## config.mk

```make
export PLATFORM = sky130hd
export DESIGN_NAME = font_glyph_cell_expander_core
export DESIGN_NICKNAME = d
export VERILOG_FILES = /design/src/sv/fgce_pkg.sv /design/src/sv/fgce_front.sv /design/src/sv/fgce_queue.sv /design/src/sv/fgce_back.sv /design/src/sv/font_glyph_cell_expander_core.sv
export SDC_FILE = /design/constraint.sdc
export NUM_CORES = 1
export LEC_CHECK = 0
export ABC_AREA = 0
export CORE_MARGIN = 2
export CORE_UTILIZATION = 53
export CTS_CLUSTER_DIAMETER = 120
export CTS_CLUSTER_SIZE = 12
export DETAILED_ROUTE_END_ITERATION = 10
export DONT_BUFFER_PORTS = 1
export PLACE_DENSITY = 0.71
export SYNTH_ARGS = -nofsm -noshare
export SYNTH_HDL_FRONTEND = slang
export SYNTH_MEMORY_MAX_BITS = 65536
export SYNTH_SLANG_ARGS = --single-unit
```

## constraint.sdc

```tcl
create_clock -name clock -period 10.3 [get_ports clock]
set_input_delay 0.515 -clock clock [delete_from_list [all_inputs] [get_ports clock]]
set_output_delay 0.515 -clock clock [all_outputs]
set_load 0.03 [all_outputs]
```

## src/sv/fgce_pkg.sv

```systemverilog
`timescale 1ns / 1ps

package fgce_pkg;

   // Register file contents as seen by the datapath
   typedef struct packed {
      logic [10:0] store_width;
      logic [10:0] store_height;
      logic [1:0]  buffer_layout;
   } csr_type;

   // One draw-character request as it arrives
   typedef struct packed {
      logic signed [11:0] pos_x;
      logic signed [11:0] pos_y;
      logic [7:0]         char_code;
      logic [7:0]         red;
      logic [7:0]         green;
      logic [7:0]         blue;
      logic [3:0]         scale;
   } req_type;

   // Decoded request: glyph cells in scan order, top-left cell in bit 34
   typedef struct packed {
      logic signed [11:0] pos_x;
      logic signed [11:0] pos_y;
      logic [34:0]        cells;
      logic [7:0]         red;
      logic [7:0]         green;
      logic [7:0]         blue;
      logic [3:0]         scale;
   } job_type;

   // One output square
   typedef struct packed {
      logic [9:0] col_start;
      logic [9:0] row_start;
      logic [3:0] col_count;
      logic [3:0] row_count;
      logic [7:0] byte_first;
      logic [7:0] byte_middle;
      logic [7:0] byte_last;
      logic       last_square;
   } rsp_type;

   // 5x7 font: seven 5-bit rows, top row in the high bits, bit 4 leftmost
   function automatic logic [34:0] glyph_bits(input logic [7:0] code);
      logic [34:0] g;
      unique case (code)
         8'h30: g = {5'h0E,5'h11,5'h13,5'h15,5'h19,5'h11,5'h0E}; // 0
         8'h31: g = {5'h04,5'h0C,5'h04,5'h04,5'h04,5'h04,5'h0E};
         8'h32: g = {5'h0E,5'h11,5'h01,5'h02,5'h04,5'h08,5'h1F};
         8'h33: g = {5'h1E,5'h01,5'h01,5'h0E,5'h01,5'h01,5'h1E};
         8'h34: g = {5'h02,5'h06,5'h0A,5'h12,5'h1F,5'h02,5'h02};
         8'h35: g = {5'h1F,5'h10,5'h10,5'h1E,5'h01,5'h01,5'h1E};
         8'h36: g = {5'h06,5'h08,5'h10,5'h1E,5'h11,5'h11,5'h0E};
         8'h37: g = {5'h1F,5'h01,5'h02,5'h04,5'h08,5'h08,5'h08};
         8'h38: g = {5'h0E,5'h11,5'h11,5'h0E,5'h11,5'h11,5'h0E};
         8'h39: g = {5'h0E,5'h11,5'h11,5'h0F,5'h01,5'h02,5'h0C}; // 9
         8'h41: g = {5'h0E,5'h11,5'h11,5'h1F,5'h11,5'h11,5'h11}; // A
         8'h42: g = {5'h1E,5'h11,5'h11,5'h1E,5'h11,5'h11,5'h1E};
         8'h43: g = {5'h0E,5'h11,5'h10,5'h10,5'h10,5'h11,5'h0E};
         8'h44: g = {5'h1E,5'h11,5'h11,5'h11,5'h11,5'h11,5'h1E};
         8'h45: g = {5'h1F,5'h10,5'h10,5'h1E,5'h10,5'h10,5'h1F};
         8'h46: g = {5'h1F,5'h10,5'h10,5'h1E,5'h10,5'h10,5'h10};
         8'h47: g = {5'h0E,5'h11,5'h10,5'h17,5'h11,5'h11,5'h0F};
         8'h48: g = {5'h11,5'h11,5'h11,5'h1F,5'h11,5'h11,5'h11};
         8'h49: g = {5'h0E,5'h04,5'h04,5'h04,5'h04,5'h04,5'h0E};
         8'h4A: g = {5'h07,5'h02,5'h02,5'h02,5'h12,5'h12,5'h0C};
         8'h4B: g = {5'h11,5'h12,5'h14,5'h18,5'h14,5'h12,5'h11};
         8'h4C: g = {5'h10,5'h10,5'h10,5'h10,5'h10,5'h10,5'h1F};
         8'h4D: g = {5'h11,5'h1B,5'h15,5'h15,5'h11,5'h11,5'h11};
         8'h4E: g = {5'h11,5'h19,5'h15,5'h13,5'h11,5'h11,5'h11};
         8'h4F: g = {5'h0E,5'h11,5'h11,5'h11,5'h11,5'h11,5'h0E};
         8'h50: g = {5'h1E,5'h11,5'h11,5'h1E,5'h10,5'h10,5'h10};
         8'h51: g = {5'h0E,5'h11,5'h11,5'h11,5'h15,5'h12,5'h0D};
         8'h52: g = {5'h1E,5'h11,5'h11,5'h1E,5'h14,5'h12,5'h11};
         8'h53: g = {5'h0F,5'h10,5'h10,5'h0E,5'h01,5'h01,5'h1E};
         8'h54: g = {5'h1F,5'h04,5'h04,5'h04,5'h04,5'h04,5'h04};
         8'h55: g = {5'h11,5'h11,5'h11,5'h11,5'h11,5'h11,5'h0E};
         8'h56: g = {5'h11,5'h11,5'h11,5'h11,5'h11,5'h0A,5'h04};
         8'h57: g = {5'h11,5'h11,5'h11,5'h15,5'h15,5'h15,5'h0A};
         8'h58: g = {5'h11,5'h11,5'h0A,5'h04,5'h0A,5'h11,5'h11};
         8'h59: g = {5'h11,5'h11,5'h0A,5'h04,5'h04,5'h04,5'h04};
         8'h5A: g = {5'h1F,5'h01,5'h02,5'h04,5'h08,5'h10,5'h1F}; // Z
         8'h61: g = {5'h00,5'h00,5'h0E,5'h01,5'h0F,5'h11,5'h0F}; // a
         8'h62: g = {5'h10,5'h10,5'h16,5'h19,5'h11,5'h11,5'h1E};
         8'h63: g = {5'h00,5'h00,5'h0E,5'h10,5'h10,5'h11,5'h0E};
         8'h64: g = {5'h01,5'h01,5'h0D,5'h13,5'h11,5'h11,5'h0F};
         8'h65: g = {5'h00,5'h00,5'h0E,5'h11,5'h1F,5'h10,5'h0E};
         8'h66: g = {5'h06,5'h08,5'h08,5'h1C,5'h08,5'h08,5'h08};
         8'h67: g = {5'h00,5'h00,5'h0F,5'h11,5'h0F,5'h01,5'h0E};
         8'h68: g = {5'h10,5'h10,5'h16,5'h19,5'h11,5'h11,5'h11};
         8'h69: g = {5'h04,5'h00,5'h0C,5'h04,5'h04,5'h04,5'h0E};
         8'h6A: g = {5'h02,5'h00,5'h06,5'h02,5'h02,5'h12,5'h0C};
         8'h6B: g = {5'h10,5'h10,5'h12,5'h14,5'h18,5'h14,5'h12};
         8'h6C: g = {5'h0C,5'h04,5'h04,5'h04,5'h04,5'h04,5'h0E};
         8'h6D: g = {5'h00,5'h00,5'h1A,5'h15,5'h15,5'h15,5'h15};
         8'h6E: g = {5'h00,5'h00,5'h16,5'h19,5'h11,5'h11,5'h11};
         8'h6F: g = {5'h00,5'h00,5'h0E,5'h11,5'h11,5'h11,5'h0E};
         8'h70: g = {5'h00,5'h00,5'h1E,5'h11,5'h1E,5'h10,5'h10};
         8'h71: g = {5'h00,5'h00,5'h0D,5'h13,5'h0F,5'h01,5'h01};
         8'h72: g = {5'h00,5'h00,5'h16,5'h19,5'h10,5'h10,5'h10};
         8'h73: g = {5'h00,5'h00,5'h0F,5'h10,5'h0E,5'h01,5'h1E};
         8'h74: g = {5'h08,5'h08,5'h1C,5'h08,5'h08,5'h09,5'h06};
         8'h75: g = {5'h00,5'h00,5'h11,5'h11,5'h11,5'h13,5'h0D};
         8'h76: g = {5'h00,5'h00,5'h11,5'h11,5'h11,5'h0A,5'h04};
         8'h77: g = {5'h00,5'h00,5'h11,5'h15,5'h15,5'h15,5'h0A};
         8'h78: g = {5'h00,5'h00,5'h11,5'h0A,5'h04,5'h0A,5'h11};
         8'h79: g = {5'h00,5'h00,5'h11,5'h11,5'h0F,5'h01,5'h0E};
         8'h7A: g = {5'h00,5'h00,5'h1F,5'h02,5'h04,5'h08,5'h1F}; // z
         8'h2D: g = {5'h00,5'h00,5'h00,5'h1F,5'h00,5'h00,5'h00}; // minus
         8'h3A: g = {5'h00,5'h04,5'h00,5'h00,5'h04,5'h00,5'h00}; // colon
         8'h2E: g = {5'h00,5'h00,5'h00,5'h00,5'h00,5'h0C,5'h0C}; // period
         8'h2F: g = {5'h01,5'h01,5'h02,5'h04,5'h08,5'h10,5'h10}; // slash
         8'h3C: g = {5'h02,5'h04,5'h08,5'h10,5'h08,5'h04,5'h02}; // less than
         8'h3E: g = {5'h08,5'h04,5'h02,5'h01,5'h02,5'h04,5'h08}; // greater than
         8'h5B: g = {5'h0E,5'h08,5'h08,5'h08,5'h08,5'h08,5'h0E}; // open bracket
         8'h5D: g = {5'h0E,5'h02,5'h02,5'h02,5'h02,5'h02,5'h0E}; // close bracket
         8'h5F: g = {5'h00,5'h00,5'h00,5'h00,5'h00,5'h00,5'h1F}; // underscore
         8'h21: g = {5'h04,5'h04,5'h04,5'h04,5'h04,5'h00,5'h04}; // exclamation
         8'h3F: g = {5'h0E,5'h11,5'h01,5'h02,5'h04,5'h00,5'h04}; // question
         8'h2C: g = {5'h00,5'h00,5'h00,5'h00,5'h00,5'h04,5'h08}; // comma
         8'h27: g = {5'h04,5'h04,5'h08,5'h00,5'h00,5'h00,5'h00}; // apostrophe
         8'h22: g = {5'h0A,5'h0A,5'h14,5'h00,5'h00,5'h00,5'h00}; // double quote
         8'h23: g = {5'h0A,5'h1F,5'h0A,5'h0A,5'h1F,5'h0A,5'h00}; // hash
         8'h25: g = {5'h19,5'h19,5'h02,5'h04,5'h08,5'h13,5'h13}; // percent
         8'h26: g = {5'h0C,5'h12,5'h14,5'h08,5'h15,5'h12,5'h0D}; // ampersand
         8'h28: g = {5'h02,5'h04,5'h08,5'h08,5'h08,5'h04,5'h02}; // open paren
         8'h29: g = {5'h08,5'h04,5'h02,5'h02,5'h02,5'h04,5'h08}; // close paren
         8'h2A: g = {5'h00,5'h15,5'h0E,5'h1F,5'h0E,5'h15,5'h00}; // asterisk
         8'h2B: g = {5'h00,5'h04,5'h04,5'h1F,5'h04,5'h04,5'h00}; // plus
         8'h3D: g = {5'h00,5'h1F,5'h00,5'h1F,5'h00,5'h00,5'h00}; // equals
         8'h40: g = {5'h0E,5'h11,5'h17,5'h15,5'h17,5'h10,5'h0E}; // at sign
         8'h7C: g = {5'h04,5'h04,5'h04,5'h04,5'h04,5'h04,5'h04}; // bar
         8'h20: g = '0;                                            // space
         default: g = {5'h1F,5'h11,5'h15,5'h15,5'h11,5'h11,5'h1F}; // box
      endcase
      return g;
   endfunction

endpackage

```

## src/sv/fgce_front.sv

```systemverilog
`timescale 1ns / 1ps

module fgce_front import fgce_pkg::*; #(
   parameter int MAX_SCALE = 15
) (
   input  logic    clock,
   input  logic    reset,
   input  logic    req_valid,
   output logic    req_ready,
   input  req_type req_item,
   input  logic    q_ready,
   output logic    q_push,
   output job_type q_item
);

   logic    valid_ff, valid_in;
   job_type item_ff, item_in;
   logic    accept;
   logic [3:0] scale_fix;

   // Take a beat whenever the stage is empty or drains into the queue this cycle
   assign req_ready = !valid_ff || q_ready;
   assign accept    = req_valid && req_ready;
   assign q_push    = valid_ff && q_ready;
   assign q_item    = item_ff;

   // Clamp scale: zero counts as one, large values saturate
   always_comb begin
      scale_fix = (req_item.scale == 4'd0) ? 4'd1 : req_item.scale;
      if (32'(scale_fix) > $unsigned(MAX_SCALE)) begin
         scale_fix = 4'(MAX_SCALE);
      end
   end

   // Decode the request into glyph cells
   always_comb begin
      item_in.pos_x = req_item.pos_x;
      item_in.pos_y = req_item.pos_y;
      item_in.cells = glyph_bits(req_item.char_code);
      item_in.red   = req_item.red;
      item_in.green = req_item.green;
      item_in.blue  = req_item.blue;
      item_in.scale = scale_fix;
      if (accept) begin
         valid_in = 1'b1;
      end else if (q_push) begin
         valid_in = 1'b0;
      end else begin
         valid_in = valid_ff;
      end
   end

   always_ff @(posedge clock) begin
      if (reset) begin
         valid_ff <= 1'b0;
      end else begin
         valid_ff <= valid_in;
      end
      if (accept) begin
         item_ff <= item_in;
      end
   end

endmodule

```

## src/sv/fgce_queue.sv

```systemverilog
`timescale 1ns / 1ps

module fgce_queue import fgce_pkg::*; (
   input  logic    clock,
   input  logic    reset,
   input  logic    push,
   input  job_type push_item,
   output logic    push_ready,
   input  logic    pop,
   output logic    pop_valid,
   output job_type pop_item
);

   localparam int DEPTH = 2;

   job_type    slot_ff [DEPTH];
   logic       wr_ptr_ff, wr_ptr_in;
   logic       rd_ptr_ff, rd_ptr_in;
   logic [1:0] count_ff, count_in;
   logic       do_push, do_pop;

   assign push_ready = (count_ff != 2'(DEPTH));
   assign pop_valid  = (count_ff != 2'd0);
   assign pop_item   = slot_ff[rd_ptr_ff];
   assign do_push    = push && push_ready;
   assign do_pop     = pop && pop_valid;

   // Advance pointers and occupancy
   always_comb begin
      wr_ptr_in = do_push ? !wr_ptr_ff : wr_ptr_ff;
      rd_ptr_in = do_pop ? !rd_ptr_ff : rd_ptr_ff;
      count_in  = count_ff;
      if (do_push && !do_pop) begin
         count_in = count_ff + 2'd1;
      end else if (do_pop && !do_push) begin
         count_in = count_ff - 2'd1;
      end
   end

   always_ff @(posedge clock) begin
      if (reset) begin
         wr_ptr_ff <= 1'b0;
         rd_ptr_ff <= 1'b0;
         count_ff  <= 2'd0;
      end else begin
         wr_ptr_ff <= wr_ptr_in;
         rd_ptr_ff <= rd_ptr_in;
         count_ff  <= count_in;
      end
      if (do_push) begin
         slot_ff[wr_ptr_ff] <= push_item;
      end
   end

endmodule

```

## src/sv/fgce_back.sv

```systemverilog
`timescale 1ns / 1ps

module fgce_back import fgce_pkg::*; #(
   parameter int MAX_DIM = 1024
) (
   input  logic    clock,
   input  logic    reset,
   input  csr_type csr,
   input  logic    job_valid,
   input  job_type job_item,
   output logic    job_pop,
   output logic    rsp_valid,
   input  logic    rsp_ready,
   output rsp_type rsp_item
);

   localparam int DIM_W = $clog2(MAX_DIM + 1);
   localparam int CW    = (DIM_W + 2 > 14) ? DIM_W + 2 : 14;

   localparam logic [1:0] LAYOUT_RGB     = 2'd0;
   localparam logic [1:0] LAYOUT_BGR_ROT = 2'd2;

   typedef enum logic [1:0] {ST_IDLE, ST_SCAN, ST_FLUSH} state_type;

   state_type state_ff, state_in;
   logic [34:0] cells_ff, cells_in;
   logic [2:0]  gx_ff, gx_in;
   logic signed [CW-1:0] px_ff, px_in;
   logic signed [CW-1:0] x0_ff, x0_in;
   logic signed [CW-1:0] y0_ff, y0_in;
   logic [3:0]  scale_ff, scale_in;
   logic [7:0]  red_ff, red_in;
   logic [7:0]  green_ff, green_in;
   logic [7:0]  blue_ff, blue_in;
   logic        pend_valid_ff, pend_valid_in;
   rsp_type     pend_ff, pend_in;
   logic        out_valid_ff, out_valid_in;
   rsp_type     out_ff, out_in;

   logic signed [CW-1:0] sw, sh, lw, lh, sw_ext, sh_ext, dim_max, s_ext;
   logic signed [CW-1:0] x_end, y_end, xs, ys, xe, ye, dx, dy, col_rot;
   logic        rotated, rgb, visible, cell_hit, out_free, emit, emit_last;
   rsp_type     cur;

   assign rsp_valid = out_valid_ff;
   assign rsp_item  = out_ff;

   // Logical screen size after clamping the store dimensions
   always_comb begin
      sw_ext  = $signed(CW'(csr.store_width));
      sh_ext  = $signed(CW'(csr.store_height));
      dim_max = CW'(MAX_DIM);
      sw      = (sw_ext > dim_max) ? dim_max : sw_ext;
      sh      = (sh_ext > dim_max) ? dim_max : sh_ext;
      rotated = (csr.buffer_layout == LAYOUT_BGR_ROT);
      rgb     = (csr.buffer_layout == LAYOUT_RGB);
      lw      = rotated ? sh : sw;
      lh      = rotated ? sw : sh;
   end

   // Clip the current cell's square and map it to storage
   always_comb begin
      s_ext   = $signed(CW'(scale_ff));
      x_end   = x0_ff + s_ext;
      y_end   = y0_ff + s_ext;
      xs      = x0_ff[CW-1] ? '0 : x0_ff;
      ys      = y0_ff[CW-1] ? '0 : y0_ff;
      xe      = (x_end > lw) ? lw : x_end;
      ye      = (y_end > lh) ? lh : y_end;
      visible = (xs < xe) && (ys < ye);
      dx      = xe - xs;
      dy      = ye - ys;
      col_rot = sw - ye;
      if (rotated) begin
         cur.col_start = col_rot[9:0];
         cur.row_start = xs[9:0];
         cur.col_count = dy[3:0];
         cur.row_count = dx[3:0];
      end else begin
         cur.col_start = xs[9:0];
         cur.row_start = ys[9:0];
         cur.col_count = dx[3:0];
         cur.row_count = dy[3:0];
      end
      cur.byte_first  = rgb ? red_ff : blue_ff;
      cur.byte_middle = green_ff;
      cur.byte_last   = rgb ? blue_ff : red_ff;
      cur.last_square = 1'b0;
   end

   // Sequencer: one cell per cycle unless stalled; holds one square to mark the last
   always_comb begin
      state_in      = state_ff;
      cells_in      = cells_ff;
      gx_in         = gx_ff;
      px_in         = px_ff;
      x0_in         = x0_ff;
      y0_in         = y0_ff;
      scale_in      = scale_ff;
      red_in        = red_ff;
      green_in      = green_ff;
      blue_in       = blue_ff;
      pend_valid_in = pend_valid_ff;
      pend_in       = pend_ff;
      job_pop       = 1'b0;
      emit          = 1'b0;
      emit_last     = 1'b0;
      out_free      = !out_valid_ff || rsp_ready;
      cell_hit      = cells_ff[34] && visible;
      unique case (state_ff)
         ST_IDLE: begin
            if (job_valid) begin
               job_pop  = 1'b1;
               cells_in = job_item.cells;
               gx_in    = 3'd0;
               px_in    = {{(CW-12){job_item.pos_x[11]}}, job_item.pos_x};
               x0_in    = {{(CW-12){job_item.pos_x[11]}}, job_item.pos_x};
               y0_in    = {{(CW-12){job_item.pos_y[11]}}, job_item.pos_y};
               scale_in = job_item.scale;
               red_in   = job_item.red;
               green_in = job_item.green;
               blue_in  = job_item.blue;
               state_in = ST_SCAN;
            end
         end
         ST_SCAN: begin
            // hold while a new square would push out the held one into a full output
            if (!(cell_hit && pend_valid_ff && !out_free)) begin
               if (cell_hit) begin
                  emit          = pend_valid_ff;
                  pend_in       = cur;
                  pend_valid_in = 1'b1;
               end
               cells_in = {cells_ff[33:0], 1'b0};
               if (gx_ff == 3'd4) begin
                  gx_in = 3'd0;
                  x0_in = px_ff;
                  y0_in = y0_ff + s_ext;
               end else begin
                  gx_in = gx_ff + 3'd1;
                  x0_in = x0_ff + s_ext;
               end
               if (cells_in == '0) begin
                  state_in = ST_FLUSH;
               end
            end
         end
         ST_FLUSH: begin
            if (!pend_valid_ff) begin
               state_in = ST_IDLE;
            end else if (out_free) begin
               emit          = 1'b1;
               emit_last     = 1'b1;
               pend_valid_in = 1'b0;
               state_in      = ST_IDLE;
            end
         end
         default: state_in = ST_IDLE;
      endcase

      // Output register
      out_in = out_ff;
      if (emit) begin
         out_valid_in       = 1'b1;
         out_in             = pend_ff;
         out_in.last_square = emit_last;
      end else if (rsp_ready) begin
         out_valid_in = 1'b0;
      end else begin
         out_valid_in = out_valid_ff;
      end
   end

   always_ff @(posedge clock) begin
      if (reset) begin
         state_ff      <= ST_IDLE;
         pend_valid_ff <= 1'b0;
         out_valid_ff  <= 1'b0;
      end else begin
         state_ff      <= state_in;
         pend_valid_ff <= pend_valid_in;
         out_valid_ff  <= out_valid_in;
      end
      cells_ff <= cells_in;
      gx_ff    <= gx_in;
      px_ff    <= px_in;
      x0_ff    <= x0_in;
      y0_ff    <= y0_in;
      scale_ff <= scale_in;
      red_ff   <= red_in;
      green_ff <= green_in;
      blue_ff  <= blue_in;
      pend_ff  <= pend_in;
      out_ff   <= out_in;
   end

endmodule

```

## src/sv/font_glyph_cell_expander_core.sv

```systemverilog
`timescale 1ns / 1ps

// Channel  | Direction | Handshake              | Payload
// req_     | in        | tvalid / tready        | tdata: one draw-character request
// rsp_     | out       | tvalid / tready, tlast | tdata: one square, tlast marks last square
// csr_     | in        | APB, pready tied high  | store_width, store_height, buffer_layout
//
// The back end walks the 35 glyph cells one per clock unless a stall on rsp_ holds it,
// and stops after the last lit cell: it loads a character, scans its cells and then
// releases the held final square.
// Reset is synchronous; it clears control state and restores the register defaults.
// A stall on rsp_ holds the cell sequencer; the front stage and a 2-entry queue keep
// accepting up to three more requests meanwhile.

module font_glyph_cell_expander_core import fgce_pkg::*; #(
   parameter int MAX_DIM   = 1024,
   parameter int MAX_SCALE = 15
) (
   input  logic        clock,
   input  logic        reset,
   input  logic        req_tvalid,
   output logic        req_tready,
   // pos_x[11:0], pos_y[23:12], char_code[31:24], red[39:32], green[47:40],
   // blue[55:48], scale[59:56], zero[63:60]
   input  logic [63:0] req_tdata,
   output logic        rsp_tvalid,
   input  logic        rsp_tready,
   // col_start[9:0], row_start[19:10], col_count[23:20], row_count[27:24],
   // byte_first[35:28], byte_middle[43:36], byte_last[51:44], zero[55:52]
   output logic [55:0] rsp_tdata,
   output logic        rsp_tlast,
   input  logic        csr_psel,
   input  logic        csr_penable,
   input  logic        csr_pwrite,
   input  logic [3:0]  csr_paddr,
   input  logic [31:0] csr_pwdata,
   output logic [31:0] csr_prdata,
   output logic        csr_pready
);

   localparam logic [1:0] REG_STORE_WIDTH   = 2'd0;
   localparam logic [1:0] REG_STORE_HEIGHT  = 2'd1;
   localparam logic [1:0] REG_BUFFER_LAYOUT = 2'd2;

   csr_type csr_ff, csr_in;
   logic    csr_write;
   req_type req_item;
   job_type front_item, queue_item;
   logic    front_push, queue_ready, queue_valid, queue_pop;
   rsp_type rsp_item;

   // Register file writes
   assign csr_pready = 1'b1;
   assign csr_write  = csr_psel && csr_penable && csr_pwrite && csr_pready;

   always_comb begin
      csr_in = csr_ff;
      if (csr_write) begin
         unique case (csr_paddr[3:2])
            REG_STORE_WIDTH:   csr_in.store_width   = csr_pwdata[10:0];
            REG_STORE_HEIGHT:  csr_in.store_height  = csr_pwdata[10:0];
            REG_BUFFER_LAYOUT: csr_in.buffer_layout = csr_pwdata[1:0];
            default:           csr_in = csr_ff;
         endcase
      end
   end

   always_ff @(posedge clock) begin
      if (reset) begin
         csr_ff.store_width   <= 11'd400;
         csr_ff.store_height  <= 11'd240;
         csr_ff.buffer_layout <= 2'd0;
      end else begin
         csr_ff <= csr_in;
      end
   end

   // Register readback
   always_comb begin
      unique case (csr_paddr[3:2])
         REG_STORE_WIDTH:   csr_prdata = {21'd0, csr_ff.store_width};
         REG_STORE_HEIGHT:  csr_prdata = {21'd0, csr_ff.store_height};
         REG_BUFFER_LAYOUT: csr_prdata = {30'd0, csr_ff.buffer_layout};
         default:           csr_prdata = 32'd0;
      endcase
   end

   // Unpack the request beat
   always_comb begin
      req_item.pos_x     = $signed(req_tdata[11:0]);
      req_item.pos_y     = $signed(req_tdata[23:12]);
      req_item.char_code = req_tdata[31:24];
      req_item.red       = req_tdata[39:32];
      req_item.green     = req_tdata[47:40];
      req_item.blue      = req_tdata[55:48];
      req_item.scale     = req_tdata[59:56];
   end

   fgce_front #(
      .MAX_SCALE (MAX_SCALE)
   ) u_front (
      .clock     (clock),
      .reset     (reset),
      .req_valid (req_tvalid),
      .req_ready (req_tready),
      .req_item  (req_item),
      .q_ready   (queue_ready),
      .q_push    (front_push),
      .q_item    (front_item)
   );

   fgce_queue u_queue (
      .clock      (clock),
      .reset      (reset),
      .push       (front_push),
      .push_item  (front_item),
      .push_ready (queue_ready),
      .pop        (queue_pop),
      .pop_valid  (queue_valid),
      .pop_item   (queue_item)
   );

   fgce_back #(
      .MAX_DIM (MAX_DIM)
   ) u_back (
      .clock     (clock),
      .reset     (reset),
      .csr       (csr_ff),
      .job_valid (queue_valid),
      .job_item  (queue_item),
      .job_pop   (queue_pop),
      .rsp_valid (rsp_tvalid),
      .rsp_ready (rsp_tready),
      .rsp_item  (rsp_item)
   );

   // Pack the result beat
   assign rsp_tdata = {4'd0, rsp_item.byte_last, rsp_item.byte_middle, rsp_item.byte_first,
                       rsp_item.row_count, rsp_item.col_count,
                       rsp_item.row_start, rsp_item.col_start};
   assign rsp_tlast = rsp_item.last_square;

endmodule

```

==> impl_metrics.env <==
export IMPL_status="finished, final reports clean"
export IMPL_synth_ff_type="edfxtp_1"
export IMPL_critPathKind="flip-flop to flip-flop"
export IMPL_yosysSeqAreaShare=0.594
export IMPL_slowest_delay_ps=560
export IMPL_synth_cell_types=89
export IMPL_insertion_delay_ps=600
export IMPL_htree_levels=2
export IMPL_ioPinCount=199
export IMPL_route_detailed_drc=0
export IMPL_cts_tree="done"
export IMPL_gr_total_overflow=0
export IMPL_finClkSkew_ps=33.2
export IMPL_p_leak_nw=9.44
export IMPL_setup_violations_final=0
export IMPL_yosys_warnings=0
export IMPL_yosys_register_bits=506
export IMPL_worstMarginPinSlew_ps=1390
export IMPL_drt_first_pass_iters=5
export IMPL_post_route_period_util=0.815
export IMPL_synthToLayoutAreaGrowth_pct=8.49
export IMPL_gp_congestion=1.03
export IMPL_p_per_area_nw_per_um2=266
export IMPL_route_detailed_wl_per_inst_um=23.8
export IMPL_finalWirelength_mm=65.9
export IMPL_grt_max_degree=119
export IMPL_slew_limit_headroom=0.0690
export IMPL_min_path_type="input port to flip-flop"
export IMPL_cp_start_kind="flip-flop"
export IMPL_required_ps=10510
export IMPL_rsz0062_at_grt="false"
export IMPL_arrival_ps=8600
export IMPL_slew_viol_final=0
export IMPL_netlist_area_sq_um=25000
export IMPL_grt_pass1_wl_mm=101
export IMPL_clk_pin_slew_ps=70
export IMPL_fmax_mhz=119
export IMPL_cp_common_cell="o21a_1"
export IMPL_instances_no_fill=2765
export IMPL_hpwl_mm=45.5
export IMPL_syn_avg_cell_area_sq_um=11.6
export IMPL_die_area_sq_um=49000
export IMPL_crit_buf_inv=2
export IMPL_fp_dieW_um=221
export IMPL_core_area_sq_um=46600
export IMPL_cts_setup_buffers=0
export IMPL_cp_max_fo=53
export IMPL_final_cell_mix="472 x edfxtp_1, 267 x nand2_1, 180 x o21ai_0, 149 x nor2_1, 140 x a21oi_1"
export IMPL_num_nets_final=2337
export IMPL_worstSetupEndpointType="flip-flop"
export IMPL_clkSinkCount=506
export IMPL_drt_iter0_markers=1599
export IMPL_drive_gt1_frac=0.0836
export IMPL_antenna_found_initial=4
export IMPL_die_y_um=221
export IMPL_crit_path_top_delay_cell="o21ai_0"
export IMPL_irDropWorstVdd_uv=165
export IMPL_maxCapViolCount=0
export IMPL_cts_buffers_inserted=48
export IMPL_grt_use_total=0.266
export IMPL_syn_inst=2160
export IMPL_layout_commonest_cell="edfxtp_1"
export IMPL_root_buffer="clkbuf_16"
export IMPL_vias_per_cell=6.13
export IMPL_post_route_min_period_ps=8390
export IMPL_cts_path_max_buffers=3
export IMPL_vias=17000
export IMPL_io_buffers=0
export IMPL_hold_violations=0
export IMPL_initial_core_util=0.537
export IMPL_ant_nets=0
export IMPL_row_count=79
export IMPL_fin_tns_setup_ps=0
export IMPL_cp_top_family="compound AO/OA/AOI/OAI gates"
export IMPL_first_global_vias=16900
export IMPL_cts_resized=0
export IMPL_place_inst=2664
export IMPL_synth_edf_count=472
export IMPL_ctsHoldBuffers=38
export IMPL_async_flop_share=0
cells in the mapped netlist (13+ instances only):
library cell	n	area share
mux2_2	61	0.027
nand3_1	46	0.0092
nor2b_1	45	0.011
nor3_1	24	0.0048
nand2_1	267	0.040
a31oi_1	20	0.0050
buf_1	17	0.0026
nor2_1	151	0.023
ha_1	80	0.040
mux2i_1	73	0.029
buf_4	27	0.0081
a211oi_1	20	0.0060
inv_1	63	0.0095
xor2_1	19	0.0067
a21oi_1	140	0.028
clkbuf_1	104	0.016
o21ai_0	180	0.036
nand3b_1	13	0.0039
xnor2_1	33	0.012
edfxtp_1	472	0.57
o211ai_1	23	0.0069
nand2b_1	22	0.0055
dfxtp_1	34	0.027
where the power goes:
group / internal (W) / switching, W
Clock: 0.000851 / 0.000694
Combinational: 0.00102 / 0.00163
Sequential: 0.00281 / 0.000240
Total: 0.00467 / 0.00256
worst paths after layout:
path                                          from             endpoint  slack (ps)  depth (start not counted)
worst min-delay path                         reset           csr_ff[21]          40                          1
worst max-delay path               u_back.x0_ff[1]   u_back.rsp_item[7]        1910                         33
worst min register to register  u_back.pend_ff[33]  u_back.rsp_item[33]         420                          0
worst max register to register     u_back.x0_ff[1]   u_back.rsp_item[7]        1910                         33
routing by layer:
layer / global-route usage / vias up / share of wire
met5: 0 / - / 0
met4: 0.142 / 0 / 0.059
met3: 0.0373 / 187 / 0.055
met2: 0.452 / 642 / 0.49
met1: 0.329 / 8285 / 0.39
li1: - / 7846 / -
cell families (layout without fill, tap and decap cells):
kind of cell | after synthesis | after routing | share of synthesized area
XOR/XNOR | 55 | 55 | 0.0209
multiplexers | 135 | 135 | 0.0576
buffers and inverters | 214 | 184 | 0.0362
flip-flops | 506 | 506 | 0.594
other | 2 | 30 | 0.000300
AND/OR/NAND/NOR | 641 | 641 | 0.117
AO/OA/AOI/OAI | 515 | 515 | 0.128
adder cells (fa/ha/maj) | 92 | 92 | 0.0469
metrics by stage:
stage	hold slack (ps)	instance area (sq um)	utilization	setup slack (ps)	total power, W
after floorplan	400	25100	-	547	0.00501
final	37.4	27100	0.583	1910	0.00723
after CTS	9.30	27100	0.583	1880	0.00727
after global routing	8.31	27100	0.583	1390	0.00768
after global placement	401	25400	0.547	2020	0.00559
after detailed placement	405	25400	0.547	1930	0.00569
worst reg2reg max path, delay by kind of cell, from the launching register on:
kind / cells / cell delay (ps)
muxes: 1 / 430
buffers and inverters: 2 / 600
AOI/OAI and AO/OA: 18 / 3890
DFF: 1 / 440
and+or+nand+nor: 7 / 1210
adders and majority gates: 4 / 1110
xor gates and xnor gates: 1 / 270
flip-flops by register name (all words and copies together) (netlist names), 14 cells and up, named ones only:
name / cells
u_queue.slot_ff: 174
u_front.q_item: 87
u_back.rsp_item: 53
u_back.pend_ff: 52
u_back.cells_ff: 35
csr_ff: 24
u_back.x0_ff: 14
u_back.y0_ff: 14
cell type report:
| class | count | area [sq um] |
|---|---|---|
| inverters | 65 | 244 |
| clock inverters | 4 | 60.1 |
| well taps | 607 | 759 |
| flip-flops and latches | 506 | 14900 |
| clock buffers | 55 | 1250 |
| diodes | 4 | 10.0 |
| fillers | 3774 | 19400 |
| repair buffers | 60 | 546 |
| multi-input cells | 1464 | 9420 |
No activity file was read; power rests on OpenSTA's default activity.
